### src/hdl/hhm_pkg.sv
// shared types, constants and hash functions of the hopscotch hash map
package hhm_pkg;

    // table geometry: offsets and slot numbers are one byte wide
    localparam int CAPACITY = 256;
    localparam int SLOT_W = $clog2(CAPACITY);
    localparam int CNT_W = SLOT_W + 1;

    // defaults for the top level parameters
    localparam int KEY_BYTES_DEF = 8;
    localparam int VALUE_BITS_DEF = 32;

    // link and limit constants
    localparam logic [7:0] NO_LINK = 8'hFF;
    localparam logic [7:0] OFFSET_CEIL = 8'd254;
    localparam logic [7:0] LIMIT_FLOOR = 8'd4;
    localparam logic [7:0] LIMIT_RESET = 8'd25;
    localparam logic [CNT_W-1:0] WALK_BOUND = CNT_W'(CAPACITY);

    typedef logic [SLOT_W-1:0] slot_idx_t;

    typedef enum logic [1:0] {
        OP_GET = 2'd0,
        OP_NEW = 2'd1,
        OP_PUT = 2'd2,
        OP_REMOVE = 2'd3
    } op_t;

    typedef enum logic [1:0] {
        STAT_OK = 2'd0,
        STAT_NOT_FOUND = 2'd1,
        STAT_PRESENT = 2'd2,
        STAT_FULL = 2'd3
    } status_t;

    // one key byte of the one-at-a-time hash
    function automatic logic [31:0] oaat_step(input logic [31:0] h, input logic [7:0] b);
        logic [31:0] h1;
        logic [31:0] h2;
        h1 = h + {24'd0, b};
        h2 = h1 + (h1 << 10);
        return h2 ^ (h2 >> 6);
    endfunction

    // final avalanche of the one-at-a-time hash
    function automatic logic [31:0] oaat_final(input logic [31:0] h);
        logic [31:0] h1;
        logic [31:0] h2;
        h1 = h + (h << 3);
        h2 = h1 ^ (h1 >> 11);
        return h2 + (h2 << 15);
    endfunction

endpackage

### src/hdl/hhm_front.sv
// front end: accepts requests and computes the home bucket hash
module hhm_front #(
    parameter int KEY_BYTES = hhm_pkg::KEY_BYTES_DEF,
    parameter int VALUE_BITS = hhm_pkg::VALUE_BITS_DEF,
    parameter int QW = 2 + 8 * KEY_BYTES + VALUE_BITS + hhm_pkg::SLOT_W
) (
    input  logic          clk,
    input  logic          rst_n,
    input  logic          in_valid,
    output logic          in_ready,
    input  logic [1:0]    op,
    input  logic [63:0]   key,
    input  logic [31:0]   value,
    input  logic          clearing,
    output logic          push_valid,
    input  logic          push_ready,
    output logic [QW-1:0] push_data
);

    localparam int KEYW = 8 * KEY_BYTES;
    localparam int CW = $clog2(KEY_BYTES + 1);

    typedef enum logic [3:0] {
        F_IDLE = 4'b0001,
        F_HASH = 4'b0010,
        F_FIN  = 4'b0100,
        F_PUSH = 4'b1000
    } fstate_t;

    fstate_t state_reg, state_next;
    logic [CW-1:0] cnt_reg, cnt_next;
    logic [31:0] hash_reg, hash_next;
    logic [1:0] op_reg, op_next;
    logic [KEYW-1:0] key_reg, key_next;
    logic [KEYW-1:0] shift_reg, shift_next;
    logic [VALUE_BITS-1:0] val_reg, val_next;

    assign in_ready = (state_reg == F_IDLE) && !clearing;
    assign push_valid = (state_reg == F_PUSH);
    assign push_data = {op_reg, key_reg, val_reg, hash_reg[hhm_pkg::SLOT_W-1:0]};

    // request capture and byte-serial hashing
    always_comb
    begin
        state_next = state_reg;
        cnt_next = cnt_reg;
        hash_next = hash_reg;
        op_next = op_reg;
        key_next = key_reg;
        shift_next = shift_reg;
        val_next = val_reg;
        case (state_reg)
            F_IDLE:
            begin
                if (in_valid && in_ready)
                begin
                    op_next = op;
                    key_next = KEYW'(key);
                    shift_next = KEYW'(key);
                    val_next = VALUE_BITS'(value);
                    hash_next = 32'd0;
                    cnt_next = '0;
                    state_next = F_HASH;
                end
            end
            F_HASH:
            begin
                hash_next = hhm_pkg::oaat_step(hash_reg, shift_reg[7:0]);
                shift_next = shift_reg >> 8;
                cnt_next = cnt_reg + CW'(1);
                if (cnt_reg == CW'(KEY_BYTES - 1))
                begin
                    state_next = F_FIN;
                end
            end
            F_FIN:
            begin
                hash_next = hhm_pkg::oaat_final(hash_reg);
                state_next = F_PUSH;
            end
            F_PUSH:
            begin
                if (push_ready)
                begin
                    state_next = F_IDLE;
                end
            end
            default:
            begin
                state_next = F_IDLE;
            end
        endcase
    end

    // control state
    always_ff @(posedge clk or negedge rst_n)
    begin
        if (!rst_n)
        begin
            state_reg <= F_IDLE;
        end
        else
        begin
            state_reg <= state_next;
        end
    end

    // payload registers
    always_ff @(posedge clk)
    begin
        cnt_reg <= cnt_next;
        hash_reg <= hash_next;
        op_reg <= op_next;
        key_reg <= key_next;
        shift_reg <= shift_next;
        val_reg <= val_next;
    end

endmodule

### config.mk
export PLATFORM = sky130hd
export DESIGN_NAME = hhm_front
export DESIGN_NICKNAME = d
export VERILOG_FILES = /design/src/hdl/hhm_pkg.sv /design/src/hdl/hhm_front.sv
export SDC_FILE = /design/constraint.sdc
export NUM_CORES = 1
export LEC_CHECK = 0
export BUFFER_PORTS_ARGS = -buffer_cell sky130_fd_sc_hd__buf_2
export CORE_MARGIN = 2
export CORE_UTILIZATION = 61
export CTS_CLUSTER_DIAMETER = 120
export DETAILED_ROUTE_END_ITERATION = 8
export PLACE_DENSITY_LB_ADDON = 0.25
export SLEW_MARGIN = 20
export SYNTH_ARGS = -nofsm -noshare
export SYNTH_HDL_FRONTEND = slang
export SYNTH_SLANG_ARGS = --single-unit
### constraint.sdc
create_clock -name clk -period 9.59 [get_ports clk]
set_input_delay 1.4385 -clock clk [delete_from_list [all_inputs] [get_ports clk]]
set_output_delay 1.4385 -clock clk [all_outputs]
set_load 0.005 [all_outputs]
Yosys cells after proc, flatten, opt, wreduce, memory -nomap -nowiden
Index checks and enable logic that the tools add are counted.
Widths: inputs -> output; s select.
{"block": "totals", "reg_bits": 202, "input_bits": 103, "wordCells": 41}
{"block": "op_classes", "n_addsub": 5, "eq_ne": 8, "mux": 10, "n_bitwise": 2, "reduce_logical": 9}
{"op": "$pmux 64 s2", "n": 1}
{"op": "$add 32x32->32", "n": 3}
{"op": "$pmux 32 s3", "n": 1}
{"op": "$mux 64", "n": 1}
{"op": "$add 32x8->32", "n": 1}
{"op": "$mux 32", "n": 1}
{"op": "$xor 32x21->32", "n": 1}
{"op": "$xor 32x26->32", "n": 1}
{"op": "$mux 4", "n": 4}
{"op": "$pmux 4 s4", "n": 1}
{"op": "$eq 4x3->1 const B", "n": 2}
{"op": "$pmux 4 s2", "n": 1}
{"op": "$reduce_and 2->1", "n": 3}
{"op": "$add 4x1->4 const B", "n": 1}
{"op": "$eq 4x1->1 const B", "n": 1}
{"op": "$eq 4x2->1 const B", "n": 1}
{"op": "$eq 4x4->1 const B", "n": 1}
{"op": "$ne 2x1->1 const B", "n": 2}
{"op": "$reduce_and 3->1", "n": 1}
{"op": "$reduce_bool 3->1", "n": 1}
{"op": "$logic_and 1x1->1", "n": 2}
{"op": "$ne 2x2->1 const B", "n": 1}
{"op": "$reduce_bool 2->1", "n": 1}
{"op": "$logic_not 1->1", "n": 1}

Depth between registers and ports, before layout
{"block": "logic_depth", "depth_word": 5, "ltp_mapped": 23, "mapped_depth_nobuf": 22}

Worst setup path after synthesis
No wires, ideal clock.
{"block": "synth_timing", "path_type": "input port to flip-flop", "start": "input port clearing", "end": "register hash_reg[0] (enable)", "setup_ps": 423, "t_arrival_ps": 5312, "required_ps": 9167, "slack_ps": 3856, "cell_stages": 6, "n_path_buf": 0, "cell_sequence": "nor2_1 and3_1 nand2_1 inv_1 nor2_1 nor2_1"}
{"block": "synth_between", "elab_chain_len": 5}
{"element": "from (decl)", "line": "hhm_front.sv:14", "source": "input logic clearing,"}
{"element": "$logic_not 1->1", "line": "hhm_front.sv:38", "source": "assign in_ready = (state_reg == F_IDLE) && !clearing;"}
{"element": "$logic_and 1x1->1", "line": "hhm_front.sv:38"}
{"element": "net in_ready", "line": "hhm_front.sv:10", "source": "output logic in_ready,"}
{"element": "$logic_and 1x1->1", "line": "hhm_front.sv:55", "source": "if (in_valid && in_ready)"}
{"element": "$ne 2x1->1 (no line)"}
{"element": "$reduce_and 2->1 (no line)"}
{"element": "to (signal assigned)", "line": "hhm_front.sv:112", "source": "hash_reg <= hash_next;"}
{"element": "to (decl)", "line": "hhm_front.sv:32", "source": "logic [31:0] hash_reg, hash_next;"}
The timed path passes the listed nets, and every way through them passes these cells.
A chain may end at the register's enable or synchronous reset.

Worst setup path in the final report
{"block": "layout_timing", "start": "register hash_reg[0]", "end": "register hash_reg[25] (data pin)"}
{"block": "layout_between", "elab_chain_len": 4, "elab_cells_between_ends": 7, "cone_classes": "4 x add/sub; 1 x mux; 2 x bitwise"}
{"element": "$add 32x32->32 or $add 32x8->32 (tied branches)", "line": "hhm_pkg.sv:49, hhm_pkg.sv:40"}
{"element": "$xor 32x21->32 or $add 32x32->32 (tied branches)", "line": "hhm_pkg.sv:50, hhm_pkg.sv:41"}
{"element": "$add 32x32->32 or $xor 32x26->32 (tied branches)", "line": "hhm_pkg.sv:51, hhm_pkg.sv:42"}
{"element": "$pmux 32 s3 *", "line": "hhm_front.sv:52", "source": "case (state_reg)"}
{"element": "net hash_next[25]", "line": "hhm_front.sv:32"}
The timed path passes the listed nets; every way through them passes the cells marked *.

==> results.md <==
* Status: complete, no violations
* CP top delay family: compound AO/OA/AOI/OAI gates
* Worst setup path class: register to register
* Detailed Route WL at ~28 mm
* Via Count at 8692
* Startpoint Class: register
* First-pass GRT wire length at 44.9 mm
* Pin count of the biggest net entering global routing at 92
* Crit-path max FO at 5
* CTS root buf: clkbuf_16
* H-tree levels at 1
* Initial antenna violation count at 1
* Peak VDD IR at 0.170 mV
* DRT Pass-1 Iters at 5
* P_leak at approximately 5.6 nW
* Critical path capture point type: register
* Setup TNS Final at 0 ps
* Die W at 142 um
* Max-Cap Viols at 0
* # IOs at 211
* Setup ws final at 4170 ps
* FF/Latch Area at 6050 um^2
* Cells resized by post-CTS repair at 0
* CTS tree: built
* Floorplan core area at 18700 um^2
* Slowest-stage cell, CP: edfxtp_1
* Final Total Pwr at 2.91 mW
* Congestion Overflow GR at 0
* Worst slew pin tran at 1070 ps
* Power per cell area at 217 nW/um^2
* Antenna Cells at 0
* Placed Instances at 1470
* Drt drc at 0
* Post-DP HPWL at 21.4 mm
* Worst path arrival time at 5640 ps
* Worst EP required at 9810 ps
* Synthesized Nets at around 1200
* Most frequent cells in the layout: 219 x nand2_1, 210 x buf_2, 198 x edfxtp_1
* Synth Instances at 1053
* Crit-path cells: ha_1, fa_1, a21o_1, a21oi_1, o21bai_1, a21oi_1, o21ai_0, nand2_1, nor2_1, xor2_1, ha_1, and4_4, a21o_1, a2111oi_2, o41ai_2, a31oi_1, a21oi_1, xnor3_2, xnor2_1, o22ai_1
* Mapped Area at 11600 um^2
* Final setup viols at 0
* CP bufs+invs at 0
* FF+latch count, synth at 202
* Final hold violations at 0
* Longest Clk Path Bufs at 3
* Worst rel slew slack at between 20 and 30%
* Clk Latency, worst-skew pair at 500 ps
* RSZ-0062 raised after global routing: false
* CTS clk-pin slew, worst paths at 70 ps
* Placed Area at ~13000 um^2
* HP Class: register to register
* Synth warn at 0
* Post-Syn Area per Cell at about 11 um^2
* Post-route antenna net violation count at 0
* Clock Skews at 16.0 ps
* WL/cell at between 15 and 20 um
* Final nets at 1440
* Hold buffer count at cts at 0
* Total GRT Usage at 28.7%
* Worst path most repeated cell: a21oi_1
* Post-synth ARST share at 1.98%
* Drt via density at between 5 and 6
* Layout Cells excl Fill at ~1500
* CP max stage delay at 490 ps
* Max-slew violation count at 0
* Setup bufs post-CTS at 0
* Fin area at 13400 um^2
* Yosys cell types at 65
* Layout Utilization at 71.8%
* Pre-CTS WS at around 4300 ps
* P&R area growth vs syn at 15.9%
* PortBufs at 210
* Ys flop type: edfxtp_1
* Layout fillers at between 1000 and 1500
* DIE HEIGHT at 142 um
* Placer Congestion at 0.951
* Seq/Total Area, Yosys at 52.2%
* Die ar. at 20100 um^2
* Footprint of the multi-input gates at 5300 um^2
* Initial DRC count at between 700 and 800
* Rows at 50
* Fraction of the cycle the final worst path needs at 56.5%
* CTS Sinks at a little over 200
* Fraction of layout cells with a size suffix above 1 at 20.8%
* Total CTS buffers at 21
* Post-synth EDFFs at 198
* Final min period at 5420 ps
* WHS at a little over 500 ps
* Vias in the first global route at 8666
* Max Fclk at 0.185 GHz
* Leading cell type in the layout, fill and taps excluded: nand2_1
* Initial Util at 62.0%
[cell type report]
type	instances	area share (%)
Clock buffer	30	4.17
Clock inverter	6	0.252
Inverter	27	0.764
Multi-Input combinational cell	792	39.5
Sequential cell	202	45.0
Tap cell	234	2.18
Timing Repair Buffer	215	8.11
[synth_stat cells, types with 6 or more instances]
| library cell | instances | area (um^2) |
|---|---|---|
| nand2_1 | 220 | 826 |
| nand3_1 | 16 | 80.1 |
| edfxtp_1 | 198 | 5950 |
| and2_1 | 13 | 81.3 |
| a21oi_1 | 56 | 280 |
| o211ai_1 | 7 | 52.6 |
| xnor2_1 | 80 | 701 |
| nor2_1 | 59 | 221 |
| nor2b_1 | 12 | 75.1 |
| clkbuf_1 | 20 | 75.1 |
| a31oi_1 | 7 | 43.8 |
| o21bai_1 | 7 | 52.6 |
| buf_4 | 8 | 60.1 |
| xor2_1 | 52 | 455 |
| nand2b_1 | 14 | 87.6 |
| o21ai_0 | 26 | 130 |
| a21o_1 | 31 | 233 |
| ha_1 | 74 | 926 |
| nand4_1 | 6 | 37.5 |
| nor3_1 | 18 | 90.1 |
| inv_1 | 27 | 101 |
| a211oi_1 | 6 | 45.0 |
| a22o_1 | 7 | 61.3 |
| o22ai_1 | 15 | 93.8 |
[worst min-delay path, cell delays in order, from the launching register on]
cell and delay [ps]:
edfxtp_1 320, nand2_1 40, nand2_1 40
[path summary, 6_finish.rpt]
check                                             from  slack (ps)  cells after the start                       end
setup / recovery                 hash_reg[0]$_DFFE_PP_        4170                     20    hash_reg[25]$_DFFE_PP_
hold / removal             shift_reg[60]$_SDFFCE_PP0P_         510                      2   shift_reg[52]$_DFFE_PP_
setup reg to reg                 hash_reg[0]$_DFFE_PP_        4170                     20    hash_reg[25]$_DFFE_PP_
hold reg to reg            shift_reg[60]$_SDFFCE_PP0P_         510                      2   shift_reg[52]$_DFFE_PP_
max in group asynchronous                        rst_n        8640                      1  state_reg[0]$_DFFE_PN1P_
min in group asynchronous                        rst_n         730                      1  state_reg[3]$_DFFE_PN0P_
[where the power goes]
group	leakage, nW	internal (mW)	switching (mW)
sequential	1.90	1.04	0.0325
clock	0.285	0.405	0.322
combinational	3.47	0.458	0.650
[layer usage]
layer / part of all wire (%) / GRT usage, % / vias to the layer above
met5: 0.046 / 0 / -
met3: 7.5 / 5.47 / 63
met2: 48 / 47.2 / 341
met4: 2.7 / 8.79 / 2
li1: - / - / 4168
met1: 42 / 38.9 / 4118
[kinds of logic after synthesis]
kind of cell | Yosys count | synth area share, %
compound gates | 196 | 11.5
fa+ha+maj | 78 | 8.68
xor+xnor | 136 | 10.8
simple gates | 381 | 14.5
buf+inv | 59 | 2.25
flops | 202 | 52.2
mux | 1 | 0.130
No activity file was read; power rests on OpenSTA's default activity.
