[config.mk]
export PLATFORM = sky130hd
export DESIGN_NAME = hhm_queue
export DESIGN_NICKNAME = d
export VERILOG_FILES = /design/src/hdl/hhm_queue.sv
export SDC_FILE = /design/constraint.sdc
export NUM_CORES = 1
export LEC_CHECK = 0
export ABC_AREA = 1
export BUFFER_PORTS_ARGS = -buffer_cell sky130_fd_sc_hd__buf_2
export CELL_PAD_IN_SITES_DETAIL_PLACEMENT = 2
export CELL_PAD_IN_SITES_GLOBAL_PLACEMENT = 2
export CORE_ASPECT_RATIO = 1.2
export CORE_MARGIN = 3
export CORE_UTILIZATION = 31
export DETAILED_ROUTE_END_ITERATION = 8
export GPL_TIMING_DRIVEN = 0
export PLACE_DENSITY = 0.7
export SYNTH_ARGS = -nofsm -noshare
export SYNTH_HDL_FRONTEND = slang
export SYNTH_SLANG_ARGS = --single-unit
[constraint.sdc]
create_clock -name clk -period 1.45 [get_ports clk]
set_input_delay 0.3625 -clock clk [delete_from_list [all_inputs] [get_ports clk]]
set_output_delay 0.3625 -clock clk [all_outputs]
set_load 0.02 [all_outputs]
[src/hdl/hhm_queue.sv]
// two entry request queue between front and back
module hhm_queue #(
    parameter int QW = 8
) (
    input  logic          clk,
    input  logic          rst_n,
    input  logic          push_valid,
    output logic          push_ready,
    input  logic [QW-1:0] push_data,
    output logic          pop_valid,
    input  logic          pop_ready,
    output logic [QW-1:0] pop_data
);

    logic [QW-1:0] entry_reg [2];
    logic [1:0] fill_reg, fill_next;
    logic wr_ptr_reg, rd_ptr_reg;
    logic do_push, do_pop;

    assign push_ready = (fill_reg != 2'd2);
    assign pop_valid = (fill_reg != 2'd0);
    assign pop_data = entry_reg[rd_ptr_reg];
    assign do_push = push_valid && push_ready;
    assign do_pop = pop_valid && pop_ready;

    // fill level
    always_comb
    begin
        fill_next = fill_reg;
        if (do_push && !do_pop)
        begin
            fill_next = fill_reg + 2'd1;
        end
        else if (do_pop && !do_push)
        begin
            fill_next = fill_reg - 2'd1;
        end
    end

    // pointers
    always_ff @(posedge clk or negedge rst_n)
    begin
        if (!rst_n)
        begin
            fill_reg <= 2'd0;
            wr_ptr_reg <= 1'b0;
            rd_ptr_reg <= 1'b0;
        end
        else
        begin
            fill_reg <= fill_next;
            if (do_push)
            begin
                wr_ptr_reg <= !wr_ptr_reg;
            end
            if (do_pop)
            begin
                rd_ptr_reg <= !rd_ptr_reg;
            end
        end
    end

    // storage
    always_ff @(posedge clk)
    begin
        if (do_push)
        begin
            entry_reg[wr_ptr_reg] <= push_data;
        end
    end

endmodule

Word level (Yosys, flattened, before mapping)
Memory sizes are Yosys's and may differ from the RTL's.
Cells that the tools add are included.
{"block": "word_totals", "out_inout_bits": 10, "mem_count": 1, "latch_bits": 0, "mem_bits_ro": 0, "input_bits": 12, "ramBits": 16, "elab_cells": 21, "reg_bits": 4}
{"name": "entry_reg", "depth": 2, "width": 8, "rd": 1, "rd_ports_with_merged_regs": 0, "wr": 1, "line": "15", "rtl": "logic [QW-1:0] entry_reg [2];"}
{"block": "classes", "n_div": 0, "mux": 4, "order_cmp": 0, "n_eq_ne": 1, "mul": 0, "shifts": 0, "reduce_logical": 10, "addsub": 2, "bitwise_logic": 0}
{"operator": "1-bit logical AND", "n": 4}
{"operator": "1-bit logical NOT", "n": 4}
{"operator": "2-bit 2-to-1 mux", "n": 2}
{"operator": "2-bit nonzero test", "n": 2}
{"operator": "2-bit by 1-bit adder with 2-bit output, second input constant", "n": 1}
{"operator": "1-bit 2-to-1 mux", "n": 2}
{"operator": "2-bit inequality test, second input constant", "n": 1}
{"operator": "2-bit by 1-bit subtractor with 2-bit output, second input constant", "n": 1}

Depth between registers and ports, before layout
Gate-level depths: netlist (run 1).
{"block": "depth", "depth_word": 6, "depth_mapped": 10, "mapped_depth_nobuf": 10}

Worst setup path after synthesis (run 1)
No wires, ideal clock.
{"block": "synth_path", "kind": "reg-to-reg", "startpoint": "register fill_reg[0]", "endpoint": "memory entry_reg[0][0] (enable)", "synth_period_minus_slack_ps": 1352, "setup_slack_ps": 98, "setup_time_ps": 370, "path_buffers": 0, "path_stages_with_launch": 5, "required_time_ps": 1080, "arrival_time_ps": 982, "cell_sequence": "dfrtp_1 -> inv_2 -> nand2_4 -> nand2_4 -> nor2_1"}
{"block": "synth_via", "elab_chain_cells": 4}
{"element": "from (decl)", "line": "16", "rtl": "logic [1:0] fill_reg, fill_next;"}
{"element": "from (signal assigned)", "line": "51", "rtl": "fill_reg <= fill_next;"}
{"element": "2-bit inequality test", "line": "20", "rtl": "assign push_ready = (fill_reg != 2'd2);"}
{"element": "net push_ready", "line": "8", "rtl": "output logic push_ready,"}
{"element": "1-bit logical AND", "line": "23", "rtl": "assign do_push = push_valid && push_ready;"}
{"element": "1-bit 2-to-1 mux", "line": "66", "rtl": "if (do_push)"}
{"element": "1-bit 2-to-1 mux (implied by the code)", "line": "68", "rtl": "entry_reg[wr_ptr_reg] <= push_data;"}
{"element": "to (decl)", "line": "15"}
The timed path passes the listed nets, and every way through them passes these cells.

Worst setup path in the final report (run 1)
{"block": "layout_path", "startpoint": "register rd_ptr_reg", "endpoint": "output port pop_data[3]"}
{"block": "layout_via", "elab_chain_cells": 1}
{"element": "from (decl)", "line": "17", "rtl": "logic wr_ptr_reg, rd_ptr_reg;"}
{"element": "from (signal assigned)", "line": "58", "rtl": "rd_ptr_reg <= !rd_ptr_reg;"}
{"element": "memory 2 x 8 bit"}
{"element": "to (decl)", "line": "12", "rtl": "output logic [QW-1:0] pop_data"}
No other way between the ends.

==> flow_summary.yaml, run 1 <==
power_and_ir_drop:
  combPwrFrac_pct: 55.0
  p_int_mw: 1.53
  p_sw_mw: 1.06
  power.leakage_nw: 0.524
  power_frac_seq_pct: 34.4
  pwr-share-clk_pct: 10.6
  power_switching_share_pct: 40.9
  power_density_nw_per_um2: 2180
  vdd_drop_max_v: 0.000861
layout:
  final_cells: 133
  nNetsFinal: 116
  largest_reg_flops: 16
  design_area_um2: 1180
  drive_gt1_share_pct: 57.8
  antenna_cells: 0
  syn_to_final_growth_pct: 43.3
setup_path:
  reg2regPathDepth: 9
  crit_path_end: "pop_data[3]"
  path_buf_inv: 3
  slowest_stage: "dfrtp_1"
  startpoint: "rd_ptr_reg"
  ff2ff_setup_slack_ns: 0.09
  cp.arrival_ns: 1.19
  cp_max_fo: 6
  startpoint_type: "flip-flop"
  cp_num_cells: 5
  reg2reg_from: "fill_reg[0]"
  path_delay_family: "flip-flops"
  crit_type: "flip-flop to output port"
  cp-end-kind: "output port"
  crit_chain: "buf_6, inv_8, nand2_2, nand2_2, buf_6"
  worstReg2RegEnd: "fill_reg[1]"
  crit_required_ns: 1.09
  max_stage_delay_ns: 0.42
drt:
  vias: 599
  wire_per_inst_um: 14.7
  detail-route-antenna-nets: 0
  finalWirelength_um: 1950
  dr.pass1.iters: 2
  vias_per_cell: 4.50
  drt_iter0_markers: 2
  drc: 0
min_path:
  hp-class: "input pin to flip-flop"
  min_from: "push_data[4]"
global_routing:
  grt_start_max_net_pins: 12
  grt_pass1_wl_um: 3100
  grt-ovfl-total: 0
  first_global_vias: 661
  grt_usage_pct: 12.8
  antenna_found_initial: 0
sta:
  fin_skew_ns: 0.00402
  rsz0062_at_grt: "yes"
  hold_viol: 0
  slew_viol_final: 0
  relSlewSlack_pct: 71.4
  min_period_ns: 1.55
  post-route-period-util_pct: 107
  setup_tns_ns: -0.675
  worst_slack_ns: -0.0998
  worst_pin_slew_ns: 0.428
  max_freq_mhz: 645
  setup_violations: 8
floorplanning:
  initial_core_util_pct: 34.1
  io_pins: 22
  rows: 19
  core_area_um2: 2420
  die_h_um: 62.6
  die_w_um: 53.2
  die_area_um2: 3330
clocking:
  clk_latency_ns: 0.30
  cts_tree: "done"
  cts.sinks: 20
  htreeDepth: 1
  cts_made_buffers: 3
  clock_path_buffers: 2
  clk_pin_slew_worst_paths_ns: 0.11
  cts_root_buf: "clkbuf_4"
synthesis:
  syn_area_um2: 827
  ys_types: 14
  ys_seq_area_share_pct: 70.2
  yosys_warnings: 0
  synth_nets: 83
  ys_ff_latch: 20
  synth_area_per_cell_um2: 11.8
  synth_cells: 70
outcome:
  status: "finished with violations"
  violations: "negative setup slack"
flow_run:
  cap_violations: 0
placed_design:
  dp_slack_ns: -0.108
  portBuffers: 21
  hpwl_um: 1230
  gp_congestion: 0.661
  placed_area_um2: 971
  place_inst: 122
## per-layer routing
metal / track usage, % / vias to the layer above / routed length (µm) / part of all wire [%]
li1: - / 290 / - / -
met4: 4.79 / 0 / 35 / 1.8
met3: 2.15 / 4 / 55 / 2.8
met5: 0 / - / 0 / 0
met1: 15.9 / 292 / 832 / 43
met2: 21.7 / 13 / 1030 / 53
## final cells by class
type	instances	area [µm²]
fillers	252	1240
flip-flops and latches	20	582
repair buffers	27	213
inverters	7	33.8
repair inverters	1	8.76
clock inverters	1	3.75
plain buffers	1	11.3
multi-input cells	42	272
clock buffers	3	22.5
well taps	31	38.8
## power groups by stage
stage / clock, mW / combinational [mW] / sequential, mW
6_report: 0.275 / 1.42 / 0.888
2_1_floorplan: 0 / 0.664 / 0.871
3_5_place_dp: 0 / 0.946 / 0.890
3_3_place_gp: 0 / 0.919 / 0.878
5_1_grt: 0.305 / 1.56 / 0.910
4_1_cts: 0.271 / 1.32 / 0.882
## cell usage in the layout, fill, tap and decap left out, drive strengths merged
master       Yosys  routed
nand2           34      34
xor2             1       1
nand4            1       1
clkbuf           0       3
ha               1       1
xnor2            1       1
nand3            2       2
nor2             2       2
inv              7       8
clkinv           0       1
dlygate4sd3      0       1
buf              1      27
edfxtp          16      16
dfrtp            4       4
## cells by family after synthesis
kind of cell | Yosys count | synth area share (%)
adder cells (fa/ha/maj) | 1 | 1.51
buffers and inverters | 8 | 4.54
flip-flops | 20 | 70.2
XOR/XNOR | 2 | 3.03
AND/OR/NAND/NOR | 39 | 20.7
## through the flow
step | hold slack (ns) | total power, mW | util (%)
floorplan | 0.0669 | 1.54 | -
global placement | 0.180 | 1.80 | 40.0
detailed placement | 0.185 | 1.84 | 40.0
CTS | 0.243 | 2.47 | 46.7
global route | 0.224 | 2.78 | 48.9
finish | 0.240 | 2.59 | 48.9
## synth_stat cells (all sizes together)
| cell | count | area share [%] |
|---|---|---|
| xor2 | 1 | 2.0 |
| nor2 | 2 | 0.91 |
| xnor2 | 1 | 1.1 |
| buf | 1 | 1.4 |
| edfxtp | 16 | 58 |
| nand3 | 2 | 1.2 |
| ha | 1 | 1.5 |
| inv | 7 | 3.2 |
| nand2 | 34 | 18 |
| dfrtp | 4 | 12 |
| nand4 | 1 | 0.76 |
## worst min-delay path by stage
stage                      endpoint  slack (ns)  depth (start not counted)
finish              entry_reg[1][4]        0.24                          1
floorplan               fill_reg[0]        0.07                          0
global route        entry_reg[0][2]        0.22                          1
detailed placement       rd_ptr_reg        0.19                          1
CTS                 entry_reg[0][4]        0.24                          1
global placement         rd_ptr_reg        0.18                          1
## timing repair
item,CTS,global route
resized for setup,33,12
pin swaps,5,3
cloned,2,0
setup endpoints to repair,25,10
hold buffers,1,0
endpoints found under the hold margin,4,0
setup buffers,3,1
(Power assumes the default switching activity.)
==> run 2: changes to the inputs <==
- ABC_AREA: 1 -> not set
- CORE_UTILIZATION: 31 -> 34
==> flow_summary.yaml, run 2 <==
synthesis:
  synth_most_common_cell: "edfxtp_1"
  syn_area_um2: 787
  synth_simple_gate_area_share_pct: 6.52
  synth_top_area_cell: "edfxtp_1"
  synth_compound_area_share_pct: 0
  yosys-top-cells-count: "edfxtp_1 (16), mux2_2 (8), dfrtp_1 (4), xnor2_1 (3)"
  ys_seq_area_share_pct: 73.8
  synth_top_family_by_area: "multiplexers"
  synth_edf_count: 16
  synth_xor_area_share_pct: 5.56
  synth_nets: 56
  ys_types: 14
  synth_ff_type: "edfxtp_1"
  yosys_warnings: 0
  synth_cells: 43
  synth_top_area_share_pct: 61.0
  synth_area_per_cell_um2: 18.3
  postSynth.asyncResetShare_pct: 20.0
  synth_fa_ha_area_share_pct: 1.59
  ys_ff_latch: 20
  synth_mux_area_share_pct: 11.4
  synth_area_leaders: "edfxtp_1 (61%), dfrtp_1 (13%), mux2_2 (11%)"
clocking:
  clk_latency_ns: 0.29
  cts.sinks: 20
  cts_made_buffers: 3
  cts_root_buf: "clkbuf_4"
  clock_path_buffers: 2
  cts_tree: "done"
  clk_pin_slew_worst_paths_ns: 0.10
  htreeDepth: 1
drt:
  vias: 465
  vias_per_cell: 4.56
  dr.pass1.iters: 2
  drc: 0
  detail-route-antenna-nets: 0
  wire_per_inst_um: 17.5
  finalWirelength_um: 1780
  drt_iter0_markers: 1
floorplanning:
  die_area_um2: 2930
  initial_core_util_pct: 36.8
  io_pins: 22
  rows: 18
  core_area_um2: 2140
  die_w_um: 49.9
  die_h_um: 58.7
global_routing:
  grt_usage_pct: 13.0
  grt-ovfl-total: 0
  grt_pass1_wl_um: 2620
  first_global_vias: 518
  antenna_found_initial: 0
  grt_start_max_net_pins: 11
min_path:
  hp-class: "input pin to flip-flop"
  holdPathStages: 1
  min_from: "push_data[1]"
  worstHoldEndpoint: "entry_reg[0][1]"
layout:
  layout_commonest_cell: "edfxtp_1"
  drive_gt1_share_pct: 63.9
  antenna_cells: 0
  syn_to_final_growth_pct: 42.6
  layout_common_cells: "edfxtp_1 (16), buf_2 (12), buf_6 (11)"
  nNetsFinal: 87
  largest_reg_flops: 16
  final_util_pct: 52.5
power_and_ir_drop:
  p_int_mw: 1.58
  power_frac_seq_pct: 37.2
  power_switching_share_pct: 34.4
  power_mw: 2.41
  power.leakage_nw: 0.470
  vdd_drop_max_v: 0.000857
  pwr-share-clk_pct: 10.5
  p_sw_mw: 0.830
  combPwrFrac_pct: 52.2
  power_density_nw_per_um2: 2150
setup_path:
  reg2regPathDepth: 6
  startpoint_type: "flip-flop"
  crit_required_ns: 1.09
  cp_max_fo: 5
  cp.arrival_ns: 1.30
  worstReg2RegEnd: "fill_reg[1]"
  reg2reg_from: "fill_reg[0]"
  crit_chain: "buf_6, mux2_4, buf_6"
  crit_type: "flip-flop to output port"
  cp-end-kind: "output port"
  slowest_stage: "dfrtp_1"
  max_stage_delay_ns: 0.41
  ff2ff_setup_slack_ns: 0.02
  cpMostUsedCell: "buf_6"
  path_buf_inv: 2
  path_delay_family: "flip-flops"
  startpoint: "rd_ptr_reg"
outcome:
  status: "finished with violations"
  violations: "negative setup slack"
sta:
  post-route-period-util_pct: 114
  slew_viol_final: 0
  relSlewSlack_pct: 72.4
  worst_pin_slew_ns: 0.413
  hold_viol: 0
  rsz0062_at_grt: "yes"
  setup_violations: 9
  min_period_ns: 1.66
  worst_slack_ns: -0.208
  max_freq_mhz: 603
  fin_skew_ns: 0.00203
flow_run:
  cap_violations: 0
placed_design:
  portBuffers: 21
  gp_congestion: 0.640
  hpwl_um: 1120
==> run 2: worst register-to-register path, cell delays in order (launching register included) <==
cell and delay [ns]:
dfrtp_2 0.44, or2_4 0.28, nand2_4 0.09, ha_4 0.14, xor2_2 0.17, nor2_2 0.06, xor2_1 0.16
==> run 2: routing by layer <==
| metal | global-route usage [%] | routed length (µm) | vias to the layer above |
|---|---|---|---|
| li1 | - | - | 212 |
| met1 | 14.2 | 653 | 234 |
| met2 | 22.9 | 1020 | 15 |
| met3 | 2.53 | 70 | 4 |
| met4 | 8.30 | 40 | 0 |
| met5 | 0 | 0 | - |
==> run 2: cell families after synthesis <==
kind of cell  Yosys count
buf+inv                 2
mux                     8
xor+xnor                5
simple gates            7
fa+ha+maj               1
flops                  20
==> run 2: stage by stage <==
| stage | std cells | TNS [ns] | area, µm² | worst slack [ns] | hold WS [ns] |
|---|---|---|---|---|---|
| 3_3_place_gp | 94 | -1.36 | 930 | -0.170 | 0.178 |
| 6_report | 102 | -1.63 | 1120 | -0.208 | 0.253 |
| 3_5_place_dp | 94 | -1.41 | 930 | -0.174 | 0.179 |
| 5_1_grt | 102 | -2.09 | 1120 | -0.261 | 0.231 |
| 4_1_cts | 101 | -1.72 | 1100 | -0.217 | 0.244 |
| 2_1_floorplan | 43 | 0 | 787 | 0.0347 | 0.0669 |
==> run 2: repair_timing <==
item                                   4_1_cts  5_1_grt
setup endpoints to repair                   18       23
hold buffers                                 1        0
endpoints found under the hold margin        4        0
resized for setup                           34        3
cloned                                       1        0
buffers inserted                             2        1
pin swaps                                    1        2
==> run 2: layout make-up <==
cell class,count,area [µm²]
clock buffers,3,22.5
flip-flops and latches,20,582
well taps,30,37.5
repair buffers,26,205
fillers,201,1020
inverters,1,3.75
plain buffers,1,11.3
multi-input cells,21,260
==> run 2: power by group through the flow <==
stage	combinational [mW]	clock [mW]	sequential, mW
finish	1.26	0.254	0.899
CTS	1.20	0.261	0.899
detailed placement	0.820	0	0.899
global placement	0.802	0	0.885
global route	1.34	0.285	0.914
floorplan	0.600	0	0.874
==> run 2: worst max-delay path by stage <==
stage	end	slack, ns	depth (start not counted)
6_report	pop_data[5]	-0.21	3
5_1_grt	pop_data[5]	-0.26	3
4_1_cts	pop_data[5]	-0.22	3
3_5_place_dp	entry_reg[0][6]	-0.17	3
3_3_place_gp	entry_reg[0][6]	-0.17	3
2_1_floorplan	entry_reg[0][0]	0.03	3
==> run 3: changes to the inputs <==
==> constraint.sdc (replaced) <==
create_clock -name clk -period 1.6 [get_ports clk]
set_input_delay 0.4 -clock clk [delete_from_list [all_inputs] [get_ports clk]]
set_output_delay 0.4 -clock clk [all_outputs]
set_load 0.005 [all_outputs]
==> flow_summary.yaml, run 3 (same netlist as run 2, synthesis figures left out) <==
floorplanning:
  die_h_um: 58.7
  rows: 18
  die_w_um: 49.9
  core_area_um2: 2140
  initial_core_util_pct: 36.8
  io_pins: 22
  die_area_um2: 2930
sta:
  post-route-period-util_pct: 105
  worst_pin_slew_ns: 0.400
  rsz0062_at_grt: "yes"
  max_freq_mhz: 595
  setup_violations: 8
  worst_slack_ns: -0.0812
  min_period_ns: 1.68
  slew_viol_final: 0
  hold_viol: 0
  holdWs_ns: 0.289
  relSlewSlack_pct: 73.3
  fin_skew_ns: 0.00615
global_routing:
  grt_pass1_wl_um: 2570
  met1_usage_pct: 13.7
  use_met2_pct: 23.1
  grt_usage_pct: 12.8
  grt.busiest_layer: "met2"
  grt_start_max_net_pins: 11
  grt.met3_usage_pct: 2.28
  first_global_vias: 506
  antenna_found_initial: 0
  grt-ovfl-total: 0
setup_path:
  startpoint: "rd_ptr_reg"
  startpoint_type: "flip-flop"
  cp_max_fo: 5
  reg2reg_from: "fill_reg[0]"
  ff2ff_setup_slack_ns: 0.12
  crit_path_end: "pop_data[5]"
  worstReg2RegEnd: "fill_reg[1]"
  crit_required_ns: 1.20
  crit_type: "flip-flop to output port"
  cp-end-kind: "output port"
  reg2regPathDepth: 6
  cp.arrival_ns: 1.28
placed_design:
  gp_congestion: 0.640
  portBuffers: 21
  hpwl_um: 1120
  placed_area_um2: 930
layout:
  nNetsFinal: 85
  largest_reg_flops: 16
  antenna_cells: 0
  nFillCells: 208
  design_area_um2: 1070
  layout_commonest_cell: "edfxtp_1"
  syn_to_final_growth_pct: 36.4
  drive_gt1_share_pct: 58.6
  layout_common_cells: "edfxtp_1 (16), buf_2 (13), buf_6 (10)"
clocking:
  cts.sinks: 20
  cts_root_buf: "clkbuf_4"
  clock_path_buffers: 2
  cts_made_buffers: 3
  cts_tree: "done"
  htreeDepth: 1
  clk_pin_slew_worst_paths_ns: 0.10
  clk_latency_ns: 0.29
outcome:
  violations: "negative setup slack"
  status: "finished with violations"
drt:
  wire_per_inst_um: 16.3
  drt_iter0_markers: 1
  drc: 0
  vias: 455
  detail-route-antenna-nets: 0
  vias_per_cell: 4.55
  finalWirelength_um: 1630
  dr.pass1.iters: 3
power_and_ir_drop:
  power_density_nw_per_um2: 1780
  power_mw: 1.91
  power.leakage_nw: 0.454
  vdd_drop_max_v: 0.000749
min_path:
  hp-class: "input pin to flip-flop"
flow_run:
  cap_violations: 0
==> run 3: cell types whose count changed in the layout (fill, tap and decap cells not counted), sizes merged <==
| cell | before | now |
|---|---|---|
| buf | 26 | 24 |
==> run 3: critical path, cell delays in order, from the launching register on <==
cell and delay (ns):
dfrtp_1 0.42, buf_6 0.15, mux2_4 0.31, buf_6 0.12
==> run 3: cell type report <==
class	count	area, µm²	share of cell area [%]
inverter	1	3.75	0.350
multi-input combinational	21	233	21.7
clock buffer	3	22.5	2.10
tap	30	37.5	3.50
timing repair buffer	24	184	17.1
buffer	1	11.3	1.05
sequential	20	582	54.2
==> run 3: per-layer routing <==
layer | vias up | routed length (µm) | part of all wire, %
li1 | 212 | - | -
met1 | 224 | 619 | 38
met2 | 15 | 912 | 56
met3 | 4 | 55 | 3.4
met4 | 0 | 41 | 2.5
met5 | - | 0 | 0
==> run 3: metrics by stage <==
stage / TNS (ns) / worst slack (ns) / std cells / util (%)
after global routing: -1.09 / -0.149 / 100 / 50.2
after global placement: -0.159 / -0.0201 / 94 / 43.5
after floorplan: 0 / 0.230 / 43 / -
final: -0.544 / -0.0812 / 100 / 50.2
after CTS: -0.625 / -0.0887 / 100 / 50.0
after detailed placement: -0.194 / -0.0244 / 94 / 43.5
==> run 3: report_power, final <==
part	leakage [nW]	internal, mW	switching [mW]
logic	0.245	0.526	0.329
registers	0.194	0.732	0.0903
clock network	0.0138	0.0876	0.141
total	0.454	1.35	0.560
==> run 3: worst min path at each step <==
| stage | from | endpoint | cells after the start |
|---|---|---|---|
| floorplan | rst_n | fill_reg[0] | 0 |
| global placement | rst_n | fill_reg[1] | 1 |
| detailed placement | rst_n | fill_reg[1] | 1 |
| CTS | push_data[7] | entry_reg[0][7] | 1 |
| global route | push_data[3] | entry_reg[1][3] | 1 |
| finish | push_data[1] | entry_reg[0][1] | 1 |
==> run 3: timing repair <==
item | 4_1_cts | 5_1_grt
endpoints found under the setup margin | 16 | 10
gates cloned | 1 | 0
endpoints found under the hold margin | 4 | 0
resized for setup | 21 | 2
pin swaps | 0 | 0
buffers inserted | 1 | 0
hold buffers | 1 | 0
